### config.mk
export PLATFORM = sky130hd
export DESIGN_NAME = lidar_scan_packet_parser_flat
export DESIGN_NICKNAME = d
export VERILOG_FILES = /design/src/lsp_pkg.sv /design/src/lsp_channels.sv /design/src/lidar_scan_packet_parser.sv /design/src/flat_wrapper.sv
export SDC_FILE = /design/constraint.sdc
export NUM_CORES = 1
export LEC_CHECK = 0
export ABC_AREA = 0
export ABC_CLOCK_PERIOD_IN_PS = 9960
export CAP_MARGIN = 20
export CORE_ASPECT_RATIO = 0.6
export CORE_MARGIN = 1.5
export CORE_UTILIZATION = 50
export CTS_BUF_LIST = sky130_fd_sc_hd__clkbuf_4 sky130_fd_sc_hd__clkbuf_8
export DETAILED_ROUTE_END_ITERATION = 8
export DONT_BUFFER_PORTS = 1
export PLACE_DENSITY_LB_ADDON = 0.08
export SETUP_SLACK_MARGIN = 0.2
export SLEW_MARGIN = 20
export SYNTH_ARGS = -nofsm -noshare
export SYNTH_HDL_FRONTEND = slang
export SYNTH_SLANG_ARGS = --single-unit
### constraint.sdc
create_clock -name clock -period 9.96 [get_ports clock]
set_input_delay 1.494 -clock clock [delete_from_list [all_inputs] [get_ports clock]]
set_output_delay 1.494 -clock clock [all_outputs]
set_load 0.01 [all_outputs]
### src/lsp_pkg.sv
// Shared constants, types and helpers for the lidar scan packet parser.
// No dependencies; imported by the top level and the checker.
package lsp_pkg;

   localparam int FrameBytes = 60;
   localparam int AddrWidth  = $clog2(FrameBytes);

   typedef logic [AddrWidth-1:0] addr_type;

   localparam logic [7:0]  HdrFirst    = 8'h55;
   localparam logic [7:0]  HdrSecond   = 8'hAA;
   localparam logic [7:0]  ScanType    = 8'h23;
   localparam logic [15:0] AngleOffset = 16'h2000;
   localparam logic signed [17:0] FullTurn = 18'sd23040;

   // distance / 10 == (distance * 52429) >> 19 for every 14-bit distance
   localparam logic [15:0] DistRecip = 16'd52429;
   localparam int          DistShift = 19;

   localparam addr_type AddrType    = AddrWidth'(2);
   localparam addr_type AddrCount   = AddrWidth'(3);
   localparam addr_type AddrStartLo = AddrWidth'(6);
   localparam addr_type AddrStartHi = AddrWidth'(7);
   localparam addr_type AddrEndLo   = AddrWidth'(56);
   localparam addr_type AddrEndHi   = AddrWidth'(57);
   localparam addr_type AddrSample0 = AddrWidth'(8);

   localparam logic [2:0] FetchLen = 3'd6;
   localparam logic [4:0] DivSteps = 5'd24;

   // header bytes are fetched in this order: type, count, start lo/hi, end lo/hi
   function automatic addr_type fetch_addr(input logic [2:0] n);
      addr_type a;
      unique case (n)
         3'd0:    a = AddrType;
         3'd1:    a = AddrCount;
         3'd2:    a = AddrStartLo;
         3'd3:    a = AddrStartHi;
         3'd4:    a = AddrEndLo;
         3'd5:    a = AddrEndHi;
         default: a = AddrType;
      endcase
      return a;
   endfunction

endpackage

### src/lsp_channels.sv
// Valid/ready channel interfaces for received bytes and parsed samples.
interface lsp_req_if;
   logic       valid;
   logic       ready;
   logic [7:0] rx_byte;

   modport source (output valid, output rx_byte, input ready);
   modport sink   (input valid, input rx_byte, output ready);
endinterface

interface lsp_rsp_if;
   logic               valid;
   logic               ready;
   logic [15:0]        frame_angle;
   logic signed [24:0] angle_step;
   logic [3:0]         sample_index;
   logic [10:0]        distance;
   logic [1:0]         sample_flags;
   logic [7:0]         strength;
   logic [4:0]         sample_count;
   logic               packet_ok;
   logic               last;

   modport source (output valid, output frame_angle, output angle_step, output sample_index,
                   output distance, output sample_flags, output strength,
                   output sample_count, output packet_ok, output last, input ready);
   modport sink   (input valid, input frame_angle, input angle_step, input sample_index,
                   input distance, input sample_flags, input strength,
                   input sample_count, input packet_ok, input last, output ready);
endinterface

### src/lidar_scan_packet_parser.sv
// Lidar scan packet parser: header hunt, frame capture into a 60-byte RAM, frame parse.
// Depends on lsp_pkg and the channel interfaces in lsp_channels.sv.
//
//   channel  dir  handshake      payload
//   req_ch   in   valid/ready    rx_byte, one byte per item
//   rsp_ch   out  valid/ready    one sample per item, last marks the frame's final one
//
// Bytes are taken one per cycle while collecting. The closing byte of a frame starts
// the parse, during which req_ch.ready is low: header reads through the frame RAM's
// single read port, a setup step, the bit-serial step divider and its sign step
// (skipped for counts below 2), then per sample the 3 RAM reads, multiply and load;
// a load waits while the output register still holds an unaccepted item.
// The final result waits in the output register while new bytes are taken.
// Reset is synchronous; it clears control only, the frame RAM keeps its contents.
module lidar_scan_packet_parser
   import lsp_pkg::*;
#(
   parameter int MAX_SAMPLES = 16
) (
   input  logic         clock,
   input  logic         reset,
   lsp_req_if.sink      req_ch,
   lsp_rsp_if.source    rsp_ch
);

   localparam logic [4:0] MaxCnt = 5'(MAX_SAMPLES);

   typedef enum logic [2:0] {
      ST_COLLECT, ST_FETCH, ST_CALC, ST_DIV, ST_SIGN, ST_SREAD, ST_MUL, ST_EMIT
   } state_type;

   state_type state_ff;

   // frame RAM
   logic [7:0] frame_mem [FrameBytes];
   logic       wr_en;
   addr_type   wr_addr;
   addr_type   rd_addr;
   logic [7:0] rd_data_ff;

   // collection
   logic       in_frame_ff;
   logic       saw_hdr_ff;
   addr_type   pos_ff;
   logic       accept;

   // header
   logic [2:0] fetch_cnt_ff;
   logic [7:0] hdr_ff [6];
   logic       pkt_ok_ff;
   logic [4:0] count_ff;
   logic [15:0] start_ff;
   logic        neg_ff;

   // divider
   logic [3:0]  divisor_ff;
   logic [23:0] dvd_ff;
   logic [3:0]  rem_ff;
   logic [4:0]  div_cnt_ff;
   logic [4:0]  trial;
   logic        trial_ge;
   logic signed [24:0] step_ff;

   // sample path
   logic [3:0]  idx_ff;
   addr_type    samp_addr_ff;
   logic [1:0]  sub_ff;
   logic [7:0]  lo_ff;
   logic [7:0]  hi_ff;
   logic [7:0]  str_ff;
   logic [29:0] prod_ff;
   logic        is_last;

   // parse setup values
   logic [15:0]        start_c;
   logic [15:0]        end_c;
   logic signed [17:0] span_c;
   logic [15:0]        mag_c;
   logic [4:0]         cnt_c;

   // output register
   logic               rsp_valid_ff;
   logic [15:0]        rsp_start_ff;
   logic signed [24:0] rsp_step_ff;
   logic [3:0]         rsp_index_ff;
   logic [10:0]        rsp_dist_ff;
   logic [1:0]         rsp_flags_ff;
   logic [7:0]         rsp_str_ff;
   logic [4:0]         rsp_count_ff;
   logic               rsp_ok_ff;
   logic               rsp_last_ff;
   logic               out_free;

   assign req_ch.ready = (state_ff == ST_COLLECT);
   assign accept       = req_ch.valid && req_ch.ready;

   // header bytes 0 and 1 are never parsed, so the header pair is not stored
   assign wr_en   = accept && in_frame_ff;
   assign wr_addr = pos_ff;

   always_comb begin
      rd_addr = AddrType;
      if (state_ff == ST_FETCH && fetch_cnt_ff < FetchLen) begin
         rd_addr = fetch_addr(fetch_cnt_ff);
      end else if (state_ff == ST_SREAD) begin
         rd_addr = samp_addr_ff;
      end
   end

   always_ff @(posedge clock) begin
      if (wr_en) begin
         frame_mem[wr_addr] <= req_ch.rx_byte;
      end
      rd_data_ff <= frame_mem[rd_addr];
   end

   // hdr_ff after fetch: type, count, start lo, start hi, end lo, end hi
   always_comb begin
      start_c = {1'b0, hdr_ff[3][6:0], hdr_ff[2]} - AngleOffset;
      end_c   = {1'b0, hdr_ff[5][6:0], hdr_ff[4]} - AngleOffset;
      if (end_c >= start_c) begin
         span_c = $signed({2'b00, end_c}) - $signed({2'b00, start_c});
      end else begin
         span_c = FullTurn - $signed({2'b00, start_c}) + $signed({2'b00, end_c});
      end
      mag_c = span_c[17] ? 16'(-span_c) : span_c[15:0];
      cnt_c = (hdr_ff[1] > {3'b000, MaxCnt}) ? MaxCnt : hdr_ff[1][4:0];
   end

   assign trial    = {rem_ff, dvd_ff[23]};
   assign trial_ge = trial >= {1'b0, divisor_ff};
   assign is_last  = ({1'b0, idx_ff} + 5'd1) == count_ff;
   assign out_free = !rsp_valid_ff || rsp_ch.ready;

   always_ff @(posedge clock) begin
      if (reset) begin
         state_ff     <= ST_COLLECT;
         in_frame_ff  <= 1'b0;
         saw_hdr_ff   <= 1'b0;
         pos_ff       <= '0;
         fetch_cnt_ff <= '0;
         rsp_valid_ff <= 1'b0;
      end else begin
         // ST_EMIT drives valid itself whenever the register is free
         if (rsp_valid_ff && rsp_ch.ready && state_ff != ST_EMIT) begin
            rsp_valid_ff <= 1'b0;
         end
         unique case (state_ff)
            ST_COLLECT: begin
               if (accept) begin
                  if (!in_frame_ff) begin
                     if (saw_hdr_ff && req_ch.rx_byte == HdrSecond) begin
                        in_frame_ff <= 1'b1;
                        pos_ff      <= AddrWidth'(2);
                        saw_hdr_ff  <= 1'b0;
                     end else begin
                        saw_hdr_ff <= (req_ch.rx_byte == HdrFirst);
                     end
                  end else if (pos_ff == AddrWidth'(FrameBytes - 1)) begin
                     in_frame_ff  <= 1'b0;
                     pos_ff       <= '0;
                     saw_hdr_ff   <= 1'b0;
                     fetch_cnt_ff <= '0;
                     state_ff     <= ST_FETCH;
                  end else begin
                     pos_ff <= pos_ff + AddrWidth'(1);
                  end
               end
            end
            ST_FETCH: begin
               // read data is registered and arrives in the cycle after its address
               if (fetch_cnt_ff != 3'd0) begin
                  for (int i = 0; i < 5; i++) begin
                     hdr_ff[i] <= hdr_ff[i+1];
                  end
                  hdr_ff[5] <= rd_data_ff;
               end
               fetch_cnt_ff <= fetch_cnt_ff + 3'd1;
               if (fetch_cnt_ff == FetchLen) begin
                  state_ff <= ST_CALC;
               end
            end
            ST_CALC: begin
               pkt_ok_ff    <= (hdr_ff[0] == ScanType);
               count_ff     <= cnt_c;
               start_ff     <= start_c;
               neg_ff       <= span_c[17];
               dvd_ff       <= {mag_c, 8'h00};
               divisor_ff   <= 4'(cnt_c - 5'd1);
               rem_ff       <= '0;
               div_cnt_ff   <= '0;
               step_ff      <= '0;
               idx_ff       <= '0;
               samp_addr_ff <= AddrSample0;
               sub_ff       <= '0;
               if (hdr_ff[0] != ScanType) begin
                  state_ff <= ST_EMIT;
               end else if (cnt_c == 5'd0) begin
                  state_ff <= ST_COLLECT;
               end else if (cnt_c == 5'd1) begin
                  state_ff <= ST_SREAD;
               end else begin
                  state_ff <= ST_DIV;
               end
            end
            ST_DIV: begin
               // restoring division, one quotient bit per cycle
               rem_ff     <= trial_ge ? 4'(trial - {1'b0, divisor_ff}) : trial[3:0];
               dvd_ff     <= {dvd_ff[22:0], trial_ge};
               div_cnt_ff <= div_cnt_ff + 5'd1;
               if (div_cnt_ff == DivSteps - 5'd1) begin
                  state_ff <= ST_SIGN;
               end
            end
            ST_SIGN: begin
               step_ff  <= neg_ff ? -$signed({1'b0, dvd_ff}) : $signed({1'b0, dvd_ff});
               state_ff <= ST_SREAD;
            end
            ST_SREAD: begin
               if (sub_ff != 2'd3) begin
                  samp_addr_ff <= samp_addr_ff + AddrWidth'(1);
               end
               case (sub_ff)
                  2'd1:    lo_ff  <= rd_data_ff;
                  2'd2:    hi_ff  <= rd_data_ff;
                  2'd3:    str_ff <= rd_data_ff;
                  default: ;
               endcase
               sub_ff <= sub_ff + 2'd1;
               if (sub_ff == 2'd3) begin
                  state_ff <= ST_MUL;
               end
            end
            ST_MUL: begin
               prod_ff  <= {hi_ff[5:0], lo_ff} * DistRecip;
               state_ff <= ST_EMIT;
            end
            ST_EMIT: begin
               if (out_free) begin
                  rsp_valid_ff <= 1'b1;
                  if (pkt_ok_ff) begin
                     rsp_start_ff <= start_ff;
                     rsp_step_ff  <= step_ff;
                     rsp_index_ff <= idx_ff;
                     rsp_dist_ff  <= (str_ff == 8'd0) ? 11'd0 : prod_ff[DistShift +: 11];
                     rsp_flags_ff <= hi_ff[7:6];
                     rsp_str_ff   <= str_ff;
                     rsp_count_ff <= count_ff;
                     rsp_ok_ff    <= 1'b1;
                     rsp_last_ff  <= is_last;
                     idx_ff       <= idx_ff + 4'd1;
                     sub_ff       <= '0;
                     state_ff     <= is_last ? ST_COLLECT : ST_SREAD;
                  end else begin
                     rsp_start_ff <= '0;
                     rsp_step_ff  <= '0;
                     rsp_index_ff <= '0;
                     rsp_dist_ff  <= '0;
                     rsp_flags_ff <= '0;
                     rsp_str_ff   <= '0;
                     rsp_count_ff <= '0;
                     rsp_ok_ff    <= 1'b0;
                     rsp_last_ff  <= 1'b1;
                     state_ff     <= ST_COLLECT;
                  end
               end
            end
            default: state_ff <= ST_COLLECT;
         endcase
      end
   end

   assign rsp_ch.valid        = rsp_valid_ff;
   assign rsp_ch.frame_angle  = rsp_start_ff;
   assign rsp_ch.angle_step   = rsp_step_ff;
   assign rsp_ch.sample_index = rsp_index_ff;
   assign rsp_ch.distance     = rsp_dist_ff;
   assign rsp_ch.sample_flags = rsp_flags_ff;
   assign rsp_ch.strength     = rsp_str_ff;
   assign rsp_ch.sample_count = rsp_count_ff;
   assign rsp_ch.packet_ok    = rsp_ok_ff;
   assign rsp_ch.last         = rsp_last_ff;

endmodule

### src/flat_wrapper.sv
// flat-port wrapper written by rule: the top's interface ports become plain ports
module lidar_scan_packet_parser_flat import lsp_pkg::*;
#(
   parameter int MAX_SAMPLES = 16
)
  (clock, reset, req_ch_valid, req_ch_rx_byte, req_ch_ready, rsp_ch_valid, rsp_ch_frame_angle, rsp_ch_angle_step, rsp_ch_sample_index, rsp_ch_distance, rsp_ch_sample_flags, rsp_ch_strength, rsp_ch_sample_count, rsp_ch_packet_ok, rsp_ch_last, rsp_ch_ready);
  lsp_req_if req_ch_i ();
  lsp_rsp_if rsp_ch_i ();
  input  logic clock;
  input  logic reset;
  input wire logic [$bits(req_ch_i.valid)-1:0] req_ch_valid;
  input wire logic [$bits(req_ch_i.rx_byte)-1:0] req_ch_rx_byte;
  output wire logic [$bits(req_ch_i.ready)-1:0] req_ch_ready;
  output wire logic [$bits(rsp_ch_i.valid)-1:0] rsp_ch_valid;
  output wire logic [$bits(rsp_ch_i.frame_angle)-1:0] rsp_ch_frame_angle;
  output wire logic [$bits(rsp_ch_i.angle_step)-1:0] rsp_ch_angle_step;
  output wire logic [$bits(rsp_ch_i.sample_index)-1:0] rsp_ch_sample_index;
  output wire logic [$bits(rsp_ch_i.distance)-1:0] rsp_ch_distance;
  output wire logic [$bits(rsp_ch_i.sample_flags)-1:0] rsp_ch_sample_flags;
  output wire logic [$bits(rsp_ch_i.strength)-1:0] rsp_ch_strength;
  output wire logic [$bits(rsp_ch_i.sample_count)-1:0] rsp_ch_sample_count;
  output wire logic [$bits(rsp_ch_i.packet_ok)-1:0] rsp_ch_packet_ok;
  output wire logic [$bits(rsp_ch_i.last)-1:0] rsp_ch_last;
  input wire logic [$bits(rsp_ch_i.ready)-1:0] rsp_ch_ready;
  assign req_ch_i.valid = req_ch_valid;
  assign req_ch_i.rx_byte = req_ch_rx_byte;
  assign req_ch_ready = req_ch_i.ready;
  assign rsp_ch_valid = rsp_ch_i.valid;
  assign rsp_ch_frame_angle = rsp_ch_i.frame_angle;
  assign rsp_ch_angle_step = rsp_ch_i.angle_step;
  assign rsp_ch_sample_index = rsp_ch_i.sample_index;
  assign rsp_ch_distance = rsp_ch_i.distance;
  assign rsp_ch_sample_flags = rsp_ch_i.sample_flags;
  assign rsp_ch_strength = rsp_ch_i.strength;
  assign rsp_ch_sample_count = rsp_ch_i.sample_count;
  assign rsp_ch_packet_ok = rsp_ch_i.packet_ok;
  assign rsp_ch_last = rsp_ch_i.last;
  assign rsp_ch_i.ready = rsp_ch_ready;
  lidar_scan_packet_parser #(.MAX_SAMPLES(MAX_SAMPLES)) u_core (.clock(clock), .reset(reset), .req_ch(req_ch_i), .rsp_ch(rsp_ch_i));
endmodule
==> summary.txt, run 1 <==
Status
  • Status: finished, final reports clean

Placement
  • Dpl cells: 3233
  • Port Buffers: 0
  • Hpwl dp: between 50000 and 60000 um
  • Setup WS pre-CTS: between 3 and 4 ns
  • Routability-driven placement congestion ratio: 0.913

Clock network
  • Clk sinks: around 760
  • CTS tree: yes
  • CTS clk-pin slew, worst paths: 0.07 ns
  • CTS Hold Buffers Added: 0
  • Max Root-Sink Buffers: 3
  • Clock Latency Late Sink: 0.75 ns
  • Max H-tree Level: 3
  • # resized after CTS: 0
  • Clock root cell: clkbuf_8
  • Setup repair bufs after CTS: 0
  • Num CTS Buffers: around 110

Setup path
  • Critical Path End Type: flop
  • Worst Path Arrival: about 6.5 ns
  • Slowest cell delay on critical path: between 0.5 and 0.6 ns
  • Critical path launch point type: flop
  • Most used cell, CP: fa_1
  • CP Cell Sequence: ha_1 -> inv_1 -> fa_1 -> fa_1 -> fa_1 -> inv_1 -> fa_1 -> inv_1 -> fa_1 -> inv_1 -> ha_1 -> nand4_1 -> a211oi_1 -> a211oi_1 -> o21ai_0 -> o211ai_1 -> nand3_1 -> a31o_2 -> a21oi_1 -> xnor2_1
  • Worst Path Buf+Inv: 4
  • Critical path required time: around 10 ns
  • Delay-heaviest family, CP: adder cells
  • CP max stage cell: fa_1
  • Crit-path max FO: 5
  • WS Path Type: flop to flop
  • FF-to-FF setup slack: 3.99 ns

Drt
  • Vias/cell: just under 6
  • WL final: between 80000 and 90000 um
  • Average wire per standard cell: 24.7 um
  • DR DRC count: 0
  • Final antenna-violating net count: 0
  • DRT iter0 DRCs: between 2000 and 2500
  • Drt first pass iters: 6
  • Via count: slightly above 20000

Finish
  • Layout Nets: approximately 2700
  • Commonest non-fill, non-tap cell in the layout: edfxtp_1
  • Ant diodes: 0
  • Layout Utilization: between 50% and 60%
  • Layout cells sized above 1: between 10% and 20%
  • Most frequent cells in the layout: edfxtp_1, nor2_1, nand2_1
  • Non-filler cells, final: around 3400
  • Synthesis-to-finish area growth: 8.86%

STA
  • Crit share post-route: between 50% and 60%
  • Slew headroom: between 30% and 40%
  • Fmax: 0.167 GHz
  • Worst Skew: between 0.03 and 0.04 ns
  • Fin Hold WS: 0.436 ns
  • Final TNS setup: 0 ns
  • Setup violations, final: 0
  • Final slew viol count: 0
  • RSZ-0062 raised after global routing: false
  • Hold Violations, Final: 0
  • Min Tclk post-route: ~6 ns
  • Slew @ Worst Pin: slightly above 1 ns
  • Worst setup margin: around 4.0 ns

Power
  • Clock power share: 35.0%
  • Maximum VDD drop: 0.0986 mV
  • Pwr dens: between 150 and 200 nW/um^2
  • Comb power frac: approximately an eighth
  • Sw Share: between 20% and 30%
  • Leakage: around 0.014 uW
  • Seq pwr share: between 50% and 60%
  • Pint: 5190 uW
  • Switching power: around 1900 uW

Synth
  • Post-Syn Instances: approximately 2400
  • Top cells by area, synth: edfxtp_1, mux4_2, ha_1
  • Yosys warns: 0
  • Synth Register Bits: roughly 760
  • Cell Area, Synth: between 30000 and 40000 sq um
  • Post-synthesis sequential area ratio: a little over three fifths
  • Mean post-synth cell area: 15.0 sq um
  • Post-synth EDFFs: about 730
  • Cell taking the most area after synthesis: edfxtp_1
  • Yosys top cell area share: between 60% and 70%
  • Top_reg_cell synth: edfxtp_1
  • Yosys cell types: 95
  • Synthesized Nets: approximately 2600
  • Post-synth ARST share: 0%

Floorplan
  • Die X: 347 um
  • Rows: 75
  • Core Area: ~70000 sq um
  • Die H: between 200 and 250 um
  • Die area: 72800 sq um
  • I/O pin cnt: 87
  • Initial core utilization: just over 50%

Global route
  • First-pass GRT wire length: roughly 130000 um
  • Largest net degree at the start of global routing: 74
  • GRT overflow: 0
  • Initial antenna violation count: 2
  • Vias in the first global route: 20100
  • Total GRT Usage: between 20% and 30%

Worst hold path
  • Hold Path Class: flop to flop

Run
  • Total of max-cap violations: 0
==> final cells by class <==
type	instances	area, sq um
clock inverter	65	419
tap	924	1160
multi-input combinational	1385	12200
inverter	146	551
clock buffer	139	1730
fill	5608	31400
timing repair buffer	22	165
sequential	756	22500
==> Yosys cell counts (5+ instances only) <==
master	instances
a21oi_1	57
buf_2	31
xor2_1	47
nand2_1	170
o31ai_1	9
nand3b_1	8
dfxtp_1	23
o21a_1	10
inv_1	145
o21ai_0	47
or2_2	9
a211oi_1	26
mux2i_1	31
o2111ai_1	5
clkbuf_1	40
nand2b_1	10
a21o_1	14
nor4_1	7
a31oi_1	12
xnor2_1	48
o21ai_1	11
o31a_1	7
o41ai_1	5
a211o_1	5
mux4_2	120
nand3_1	53
nor3_1	20
nand4_1	15
and2_1	91
fa_1	57
edfxtp_1	733
nor3b_1	8
or3_1	18
or4_1	6
buf_1	10
a221oi_1	8
ha_1	162
and3_1	12
nor2b_1	9
nor2_1	181
==> state kept, by name (all words and copies together), names as in the netlist, 8 cells and up <==
| name | cells |
|---|---|
| u_core.rd_data_ff | 8 |
| u_core.hdr_ff | 48 |
| u_core.rsp_ch.angle_step | 25 |
| u_core.lo_ff | 8 |
| u_core.rsp_ch.strength | 8 |
| u_core.rsp_ch.distance | 11 |
| u_core.str_ff | 8 |
| u_core.hi_ff | 8 |
| u_core.rsp_ch.frame_angle | 16 |
| u_core.step_ff | 25 |
| u_core.start_ff | 16 |
| u_core.frame_mem | 480 |
| u_core.prod_ff | 11 |
| u_core.dvd_ff | 24 |
==> per-stage QoR <==
stage / total power [uW] / cell area [sq um]
floorplan: 4350 / 35600
global placement: 4620 / 36600
detailed placement: 4640 / 36600
CTS: 7100 / 38700
global route: 7330 / 38700
finish: 7050 / 38700
==> power groups by stage <==
stage | combinational (uW) | clock [uW] | sequential (uW)
after detailed placement | 898 | 0 | 3740
after CTS | 905 | 2530 | 3670
after global placement | 887 | 0 | 3740
after global routing | 1000 | 2650 | 3680
final | 907 | 2470 | 3670
after floorplan | 660 | 0 | 3690
==> kinds of logic after synthesis <==
group	count (synthesis)	synth area share, %
XOR/XNOR	95	2.34
flip-flops	756	63.2
adder cells (fa/ha/maj)	219	8.91
buffers and inverters	232	2.63
AO/OA/AOI/OAI	276	5.55
AND/OR/NAND/NOR	641	8.82
multiplexers	154	8.57
==> metal layers <==
metal | global-route usage, % | wire length (um) | up-vias
li1 | - | - | 9063
met1 | 38.8 | 42000 | 10300
met2 | 30.8 | 33300 | 731
met3 | 6.70 | 8050 | 115
met4 | 5.19 | 1390 | 0
met5 | 0 | 0 | -
==> worst register-to-register path: cells and delay by family, from the launching register on <==
kind                     cells  cell delay (ns)
buffers and inverters        4             0.21
flip-flops                   1             0.48
XOR/XNOR                     1             0.08
AO/OA/AOI/OAI                6             1.42
adder cells (fa/ha/maj)      7             3.27
AND/OR/NAND/NOR              2             0.26
==> final timing paths <==
| path | from | end | cells after the start |
|---|---|---|---|
| hold reg to reg | u_core.hdr_ff[3][7]$_DFFE_PP_ | u_core.hdr_ff[2][7]$_DFFE_PP_ | 0 |
| hold / removal | u_core.hdr_ff[3][7]$_DFFE_PP_ | u_core.hdr_ff[2][7]$_DFFE_PP_ | 0 |
| setup reg to reg | u_core.hi_ff[0]$_DFFE_PP_ | u_core.prod_ff[29]$_DFFE_PP_ | 20 |
| setup / recovery | u_core.hi_ff[0]$_DFFE_PP_ | u_core.prod_ff[29]$_DFFE_PP_ | 20 |
(Power assumes the default switching activity.)
==> run 2: changes to the inputs <==
--- a/config.mk
+++ b/config.mk
@@ -6,7 +6,7 @@
 export NUM_CORES = 1
 export LEC_CHECK = 0
 export ABC_AREA = 0
-export ABC_CLOCK_PERIOD_IN_PS = 9960
+export ABC_CLOCK_PERIOD_IN_PS = 6000
 export CAP_MARGIN = 20
 export CORE_ASPECT_RATIO = 0.6
 export CORE_MARGIN = 1.5
==> constraint.sdc (replaced) <==
create_clock -name clock -period 6 [get_ports clock]
set_input_delay 0.9 -clock clock [delete_from_list [all_inputs] [get_ports clock]]
set_output_delay 0.9 -clock clock [all_outputs]
set_load 0.01 [all_outputs]
==> run 2 against run 1 <==
Cell area is 1.0% higher. Sequential share of layout area down 0.57 points. Clock power rose by 82%. Setup slack lost 3.5 ns. Routed wire length is 1.8% higher. Critical path depth is the same. Hold slack worse by 0.21 ns. Utilization increased by 0.55 points. Critical path type unchanged.
==> summary.txt, run 2 (same netlist as run 1, synthesis figures left out) <==
STA
  • Slew @ Worst Pin: 1.02 ns (-0.0134 ns)
  • Setup violations, final: 0 (unchanged)
  • Final slew viol count: 0 (unchanged)
  • Crit share post-route: 92.5% (+33 points)
  • Fin Hold WS: 0.224 ns (-0.212 ns)
  • Slew headroom: 31.8% (+1.5 points)
  • Fmax: 0.180 GHz (+7.7%)
  • Hold Violations, Final: 0 (unchanged)
  • Min Tclk post-route: 5.55 ns (-0.425 ns)
  • Final TNS setup: 0 ns (unchanged)
  • Worst Skew: 0.0435 ns (+0.00833 ns)
  • RSZ-0062 raised after global routing: false

Clock network
  • Clock Latency Late Sink: 0.76 ns (about the same)
  • Clk sinks: 756 (unchanged)
  • Num CTS Buffers: 108 (-0.92%)
  • Clock root cell: clkbuf_8
  • CTS tree: yes
  • CTS clk-pin slew, worst paths: 0.06 ns (about the same)
  • Max H-tree Level: 3 (unchanged)
  • Max Root-Sink Buffers: 3 (unchanged)

Global route
  • Initial antenna violation count: 3 (+1)
  • Total GRT Usage: 24.2% (+0.49 points)
  • GRT overflow: 0 (unchanged)
  • Vias in the first global route: 20200 (+0.52%)
  • First-pass GRT wire length: 130000 um (+1.3%)
  • Largest net degree at the start of global routing: 74 (unchanged)

Finish
  • Biggest regs: u_core.frame_mem x480, u_core.hdr_ff x48
  • Non-filler cells, final: 3446 (+0.26%)
  • Layout Nets: 2662 (+0.41%)
  • Design Area, Final: 39100 sq um (+1.0%)
  • Synthesis-to-finish area growth: 9.94%
  • Largest reg by FF count: u_core.frame_mem
  • Commonest non-fill, non-tap cell in the layout: edfxtp_1
  • Most frequent cells in the layout: edfxtp_1, nor2_1, nand2_1
  • Ant diodes: 0 (unchanged)
  • Layout cells sized above 1: 15.5% (+1.1 points)
  • Max FFs per register: 480 (unchanged)

Drt
  • DRT iter0 DRCs: 2255 (-3.1%)
  • Average wire per standard cell: 25.0 um (+1.5%)
  • Via count: 20400 (+0.93%)
  • DR DRC count: 0 (unchanged)
  • Vias/cell: 5.91 (+0.67%)
  • WL final: 86300 um (+1.8%)
  • Drt first pass iters: 8 (+2)
  • Final antenna-violating net count: 0 (unchanged)

Floorplan
  • Initial core utilization: 50.7% (unchanged)
  • Die area: 72800 sq um (unchanged)
  • Core Area: 70100 sq um (unchanged)
  • Die H: 210 um (unchanged)
  • Die X: 347 um (unchanged)
  • Rows: 75 (unchanged)
  • I/O pin cnt: 87 (unchanged)

Placement
  • Placed instance area: 36600 sq um (+0.22%)
  • Hpwl dp: 58600 um (+3.3%)
  • Routability-driven placement congestion ratio: 0.927 (+1.6%)
  • Port Buffers: 0 (unchanged)
  • Dpl cells: 3241 (+0.25%)

Power
  • Pint: 9000 uW (+73%)
  • Seq pwr share: 50.3% (-1.8 points)
  • Sw Share: 25.9% (-0.49 points)
  • Clock power share: 37.0% (+2.0 points)
  • Maximum VDD drop: 0.324 mV (+230%)
  • Switching power: 3140 uW (+69%)
  • Pwr dens: 310 nW/um^2 (+71%)
  • Comb power frac: 12.7% (-0.2 points)
  • Leakage: 0.0138 uW (+1.4%)

Setup path
  • Worst Path Arrival: 6.03 ns (-0.42 ns)
  • Critical Path End Type: flop
  • Critical path required time: 6.48 ns (-3.96 ns)
  • Critical path launch point type: flop
  • CP Cell Sequence: ha_4 -> inv_1 -> fa_2 -> fa_1 -> fa_1 -> inv_1 -> fa_1 -> inv_1 -> fa_1 -> inv_1 -> ha_1 -> nand4_1 -> a211oi_1 -> a211oi_2 -> o21ai_2 -> o211ai_1 -> nand3_1 -> a31o_2 -> a21oi_2 -> xnor2_1
  • FF-to-FF setup slack: 0.45 ns (-3.54 ns)
  • Delay-heaviest family, CP: adder cells
  • WS Path Type: flop to flop
  • Worst Path Buf+Inv: 4 (unchanged)
  • Slowest cell delay on critical path: 0.61 ns (+0.03 ns)
  • Crit-path max FO: 3 (-2)
  • CP max stage cell: fa_2

Run
  • Total of max-cap violations: 0 (unchanged)

Worst hold path
  • Hold Path Class: input port to flop

Status
  • Status: finished, final reports clean
[run 2: changes by cell type in the layout (fill, tap and decap cells not counted), moves of 2 or more]
cell       delta
bufinv_16     +5
clkbuf_4      +2
clkinv_1     -13
clkinv_2     -10
buf_4        +11
clkbuf_8     +11
inv_8         +3
[run 2: worst reg2reg max path, stage by stage (launching register included)]
cell and delay (ns):
edfxtp_1 0.44, ha_4 0.30, inv_1 0.05, fa_2 0.61, fa_1 0.45, fa_1 0.55, inv_1 0.05, fa_1 0.50
inv_1 0.05, fa_1 0.50, inv_1 0.04, ha_1 0.32, nand4_1 0.11, a211oi_1 0.06, a211oi_2 0.29, o21ai_2 0.10
o211ai_1 0.23, nand3_1 0.15, a31o_2 0.28, a21oi_2 0.15, xnor2_1 0.07
[run 2: final cells by class]
class                           count  area, sq um
Timing Repair Buffer               34          268
Multi-Input combinational cell   1385        12300
Tap cell                          924         1160
Clock inverter                     49          497
Inverter                          146          551
Clock buffer                      152         1900
Fill cell                        5650        31000
Sequential cell                   756        22500
[run 2: path summary, 6_finish.rpt]
path | start | endpoint | depth (start not counted)
worst max-delay path | u_core.hi_ff[1]$_DFFE_PP_ | u_core.prod_ff[29]$_DFFE_PP_ | 20
worst min register to register | u_core.hdr_ff[3][7]$_DFFE_PP_ | u_core.hdr_ff[2][7]$_DFFE_PP_ | 0
worst min-delay path | reset | u_core.state_ff[0]$_SDFFE_PP0P_ | 1
worst max register to register | u_core.hi_ff[1]$_DFFE_PP_ | u_core.prod_ff[29]$_DFFE_PP_ | 20
[run 2: metrics by stage]
step	setup WS, ns	total power, uW	util (%)
2_1_floorplan	0.560	7220	-
3_3_place_gp	0.215	7710	52.3
3_5_place_dp	0.142	7730	52.3
4_1_cts	0.205	12200	55.7
5_1_grt	0.196	12600	55.8
6_report	0.451	12100	55.8
[run 2: routing by layer]
metal / global-route usage (%) / vias up / wire length, um
met2: 30.6 / 802 / 33300
met1: 39.6 / 10400 / 42500
met4: 5.43 / 2 / 1410
li1: - / 9080 / -
met5: 0 / - / 16
met3: 7.94 / 111 / 9080
[run 2: repair_timing]
item | 4_1_cts | 5_1_grt
setup buffers | 0 | 4
resized for setup | 1 | 5
hold buffers | 0 | 0
pin swaps | 0 | 5
setup endpoints to repair | 2 | 5
gates cloned | 0 | 0
[run 2: power by group through the flow]
stage / sequential (uW) / combinational [uW] / clock (uW)
final: 6100 / 1550 / 4490
after global placement: 6210 / 1500 / 0
after global routing: 6110 / 1700 / 4800
after floorplan: 6120 / 1100 / 0
after CTS: 6100 / 1530 / 4580
after detailed placement: 6210 / 1520 / 0
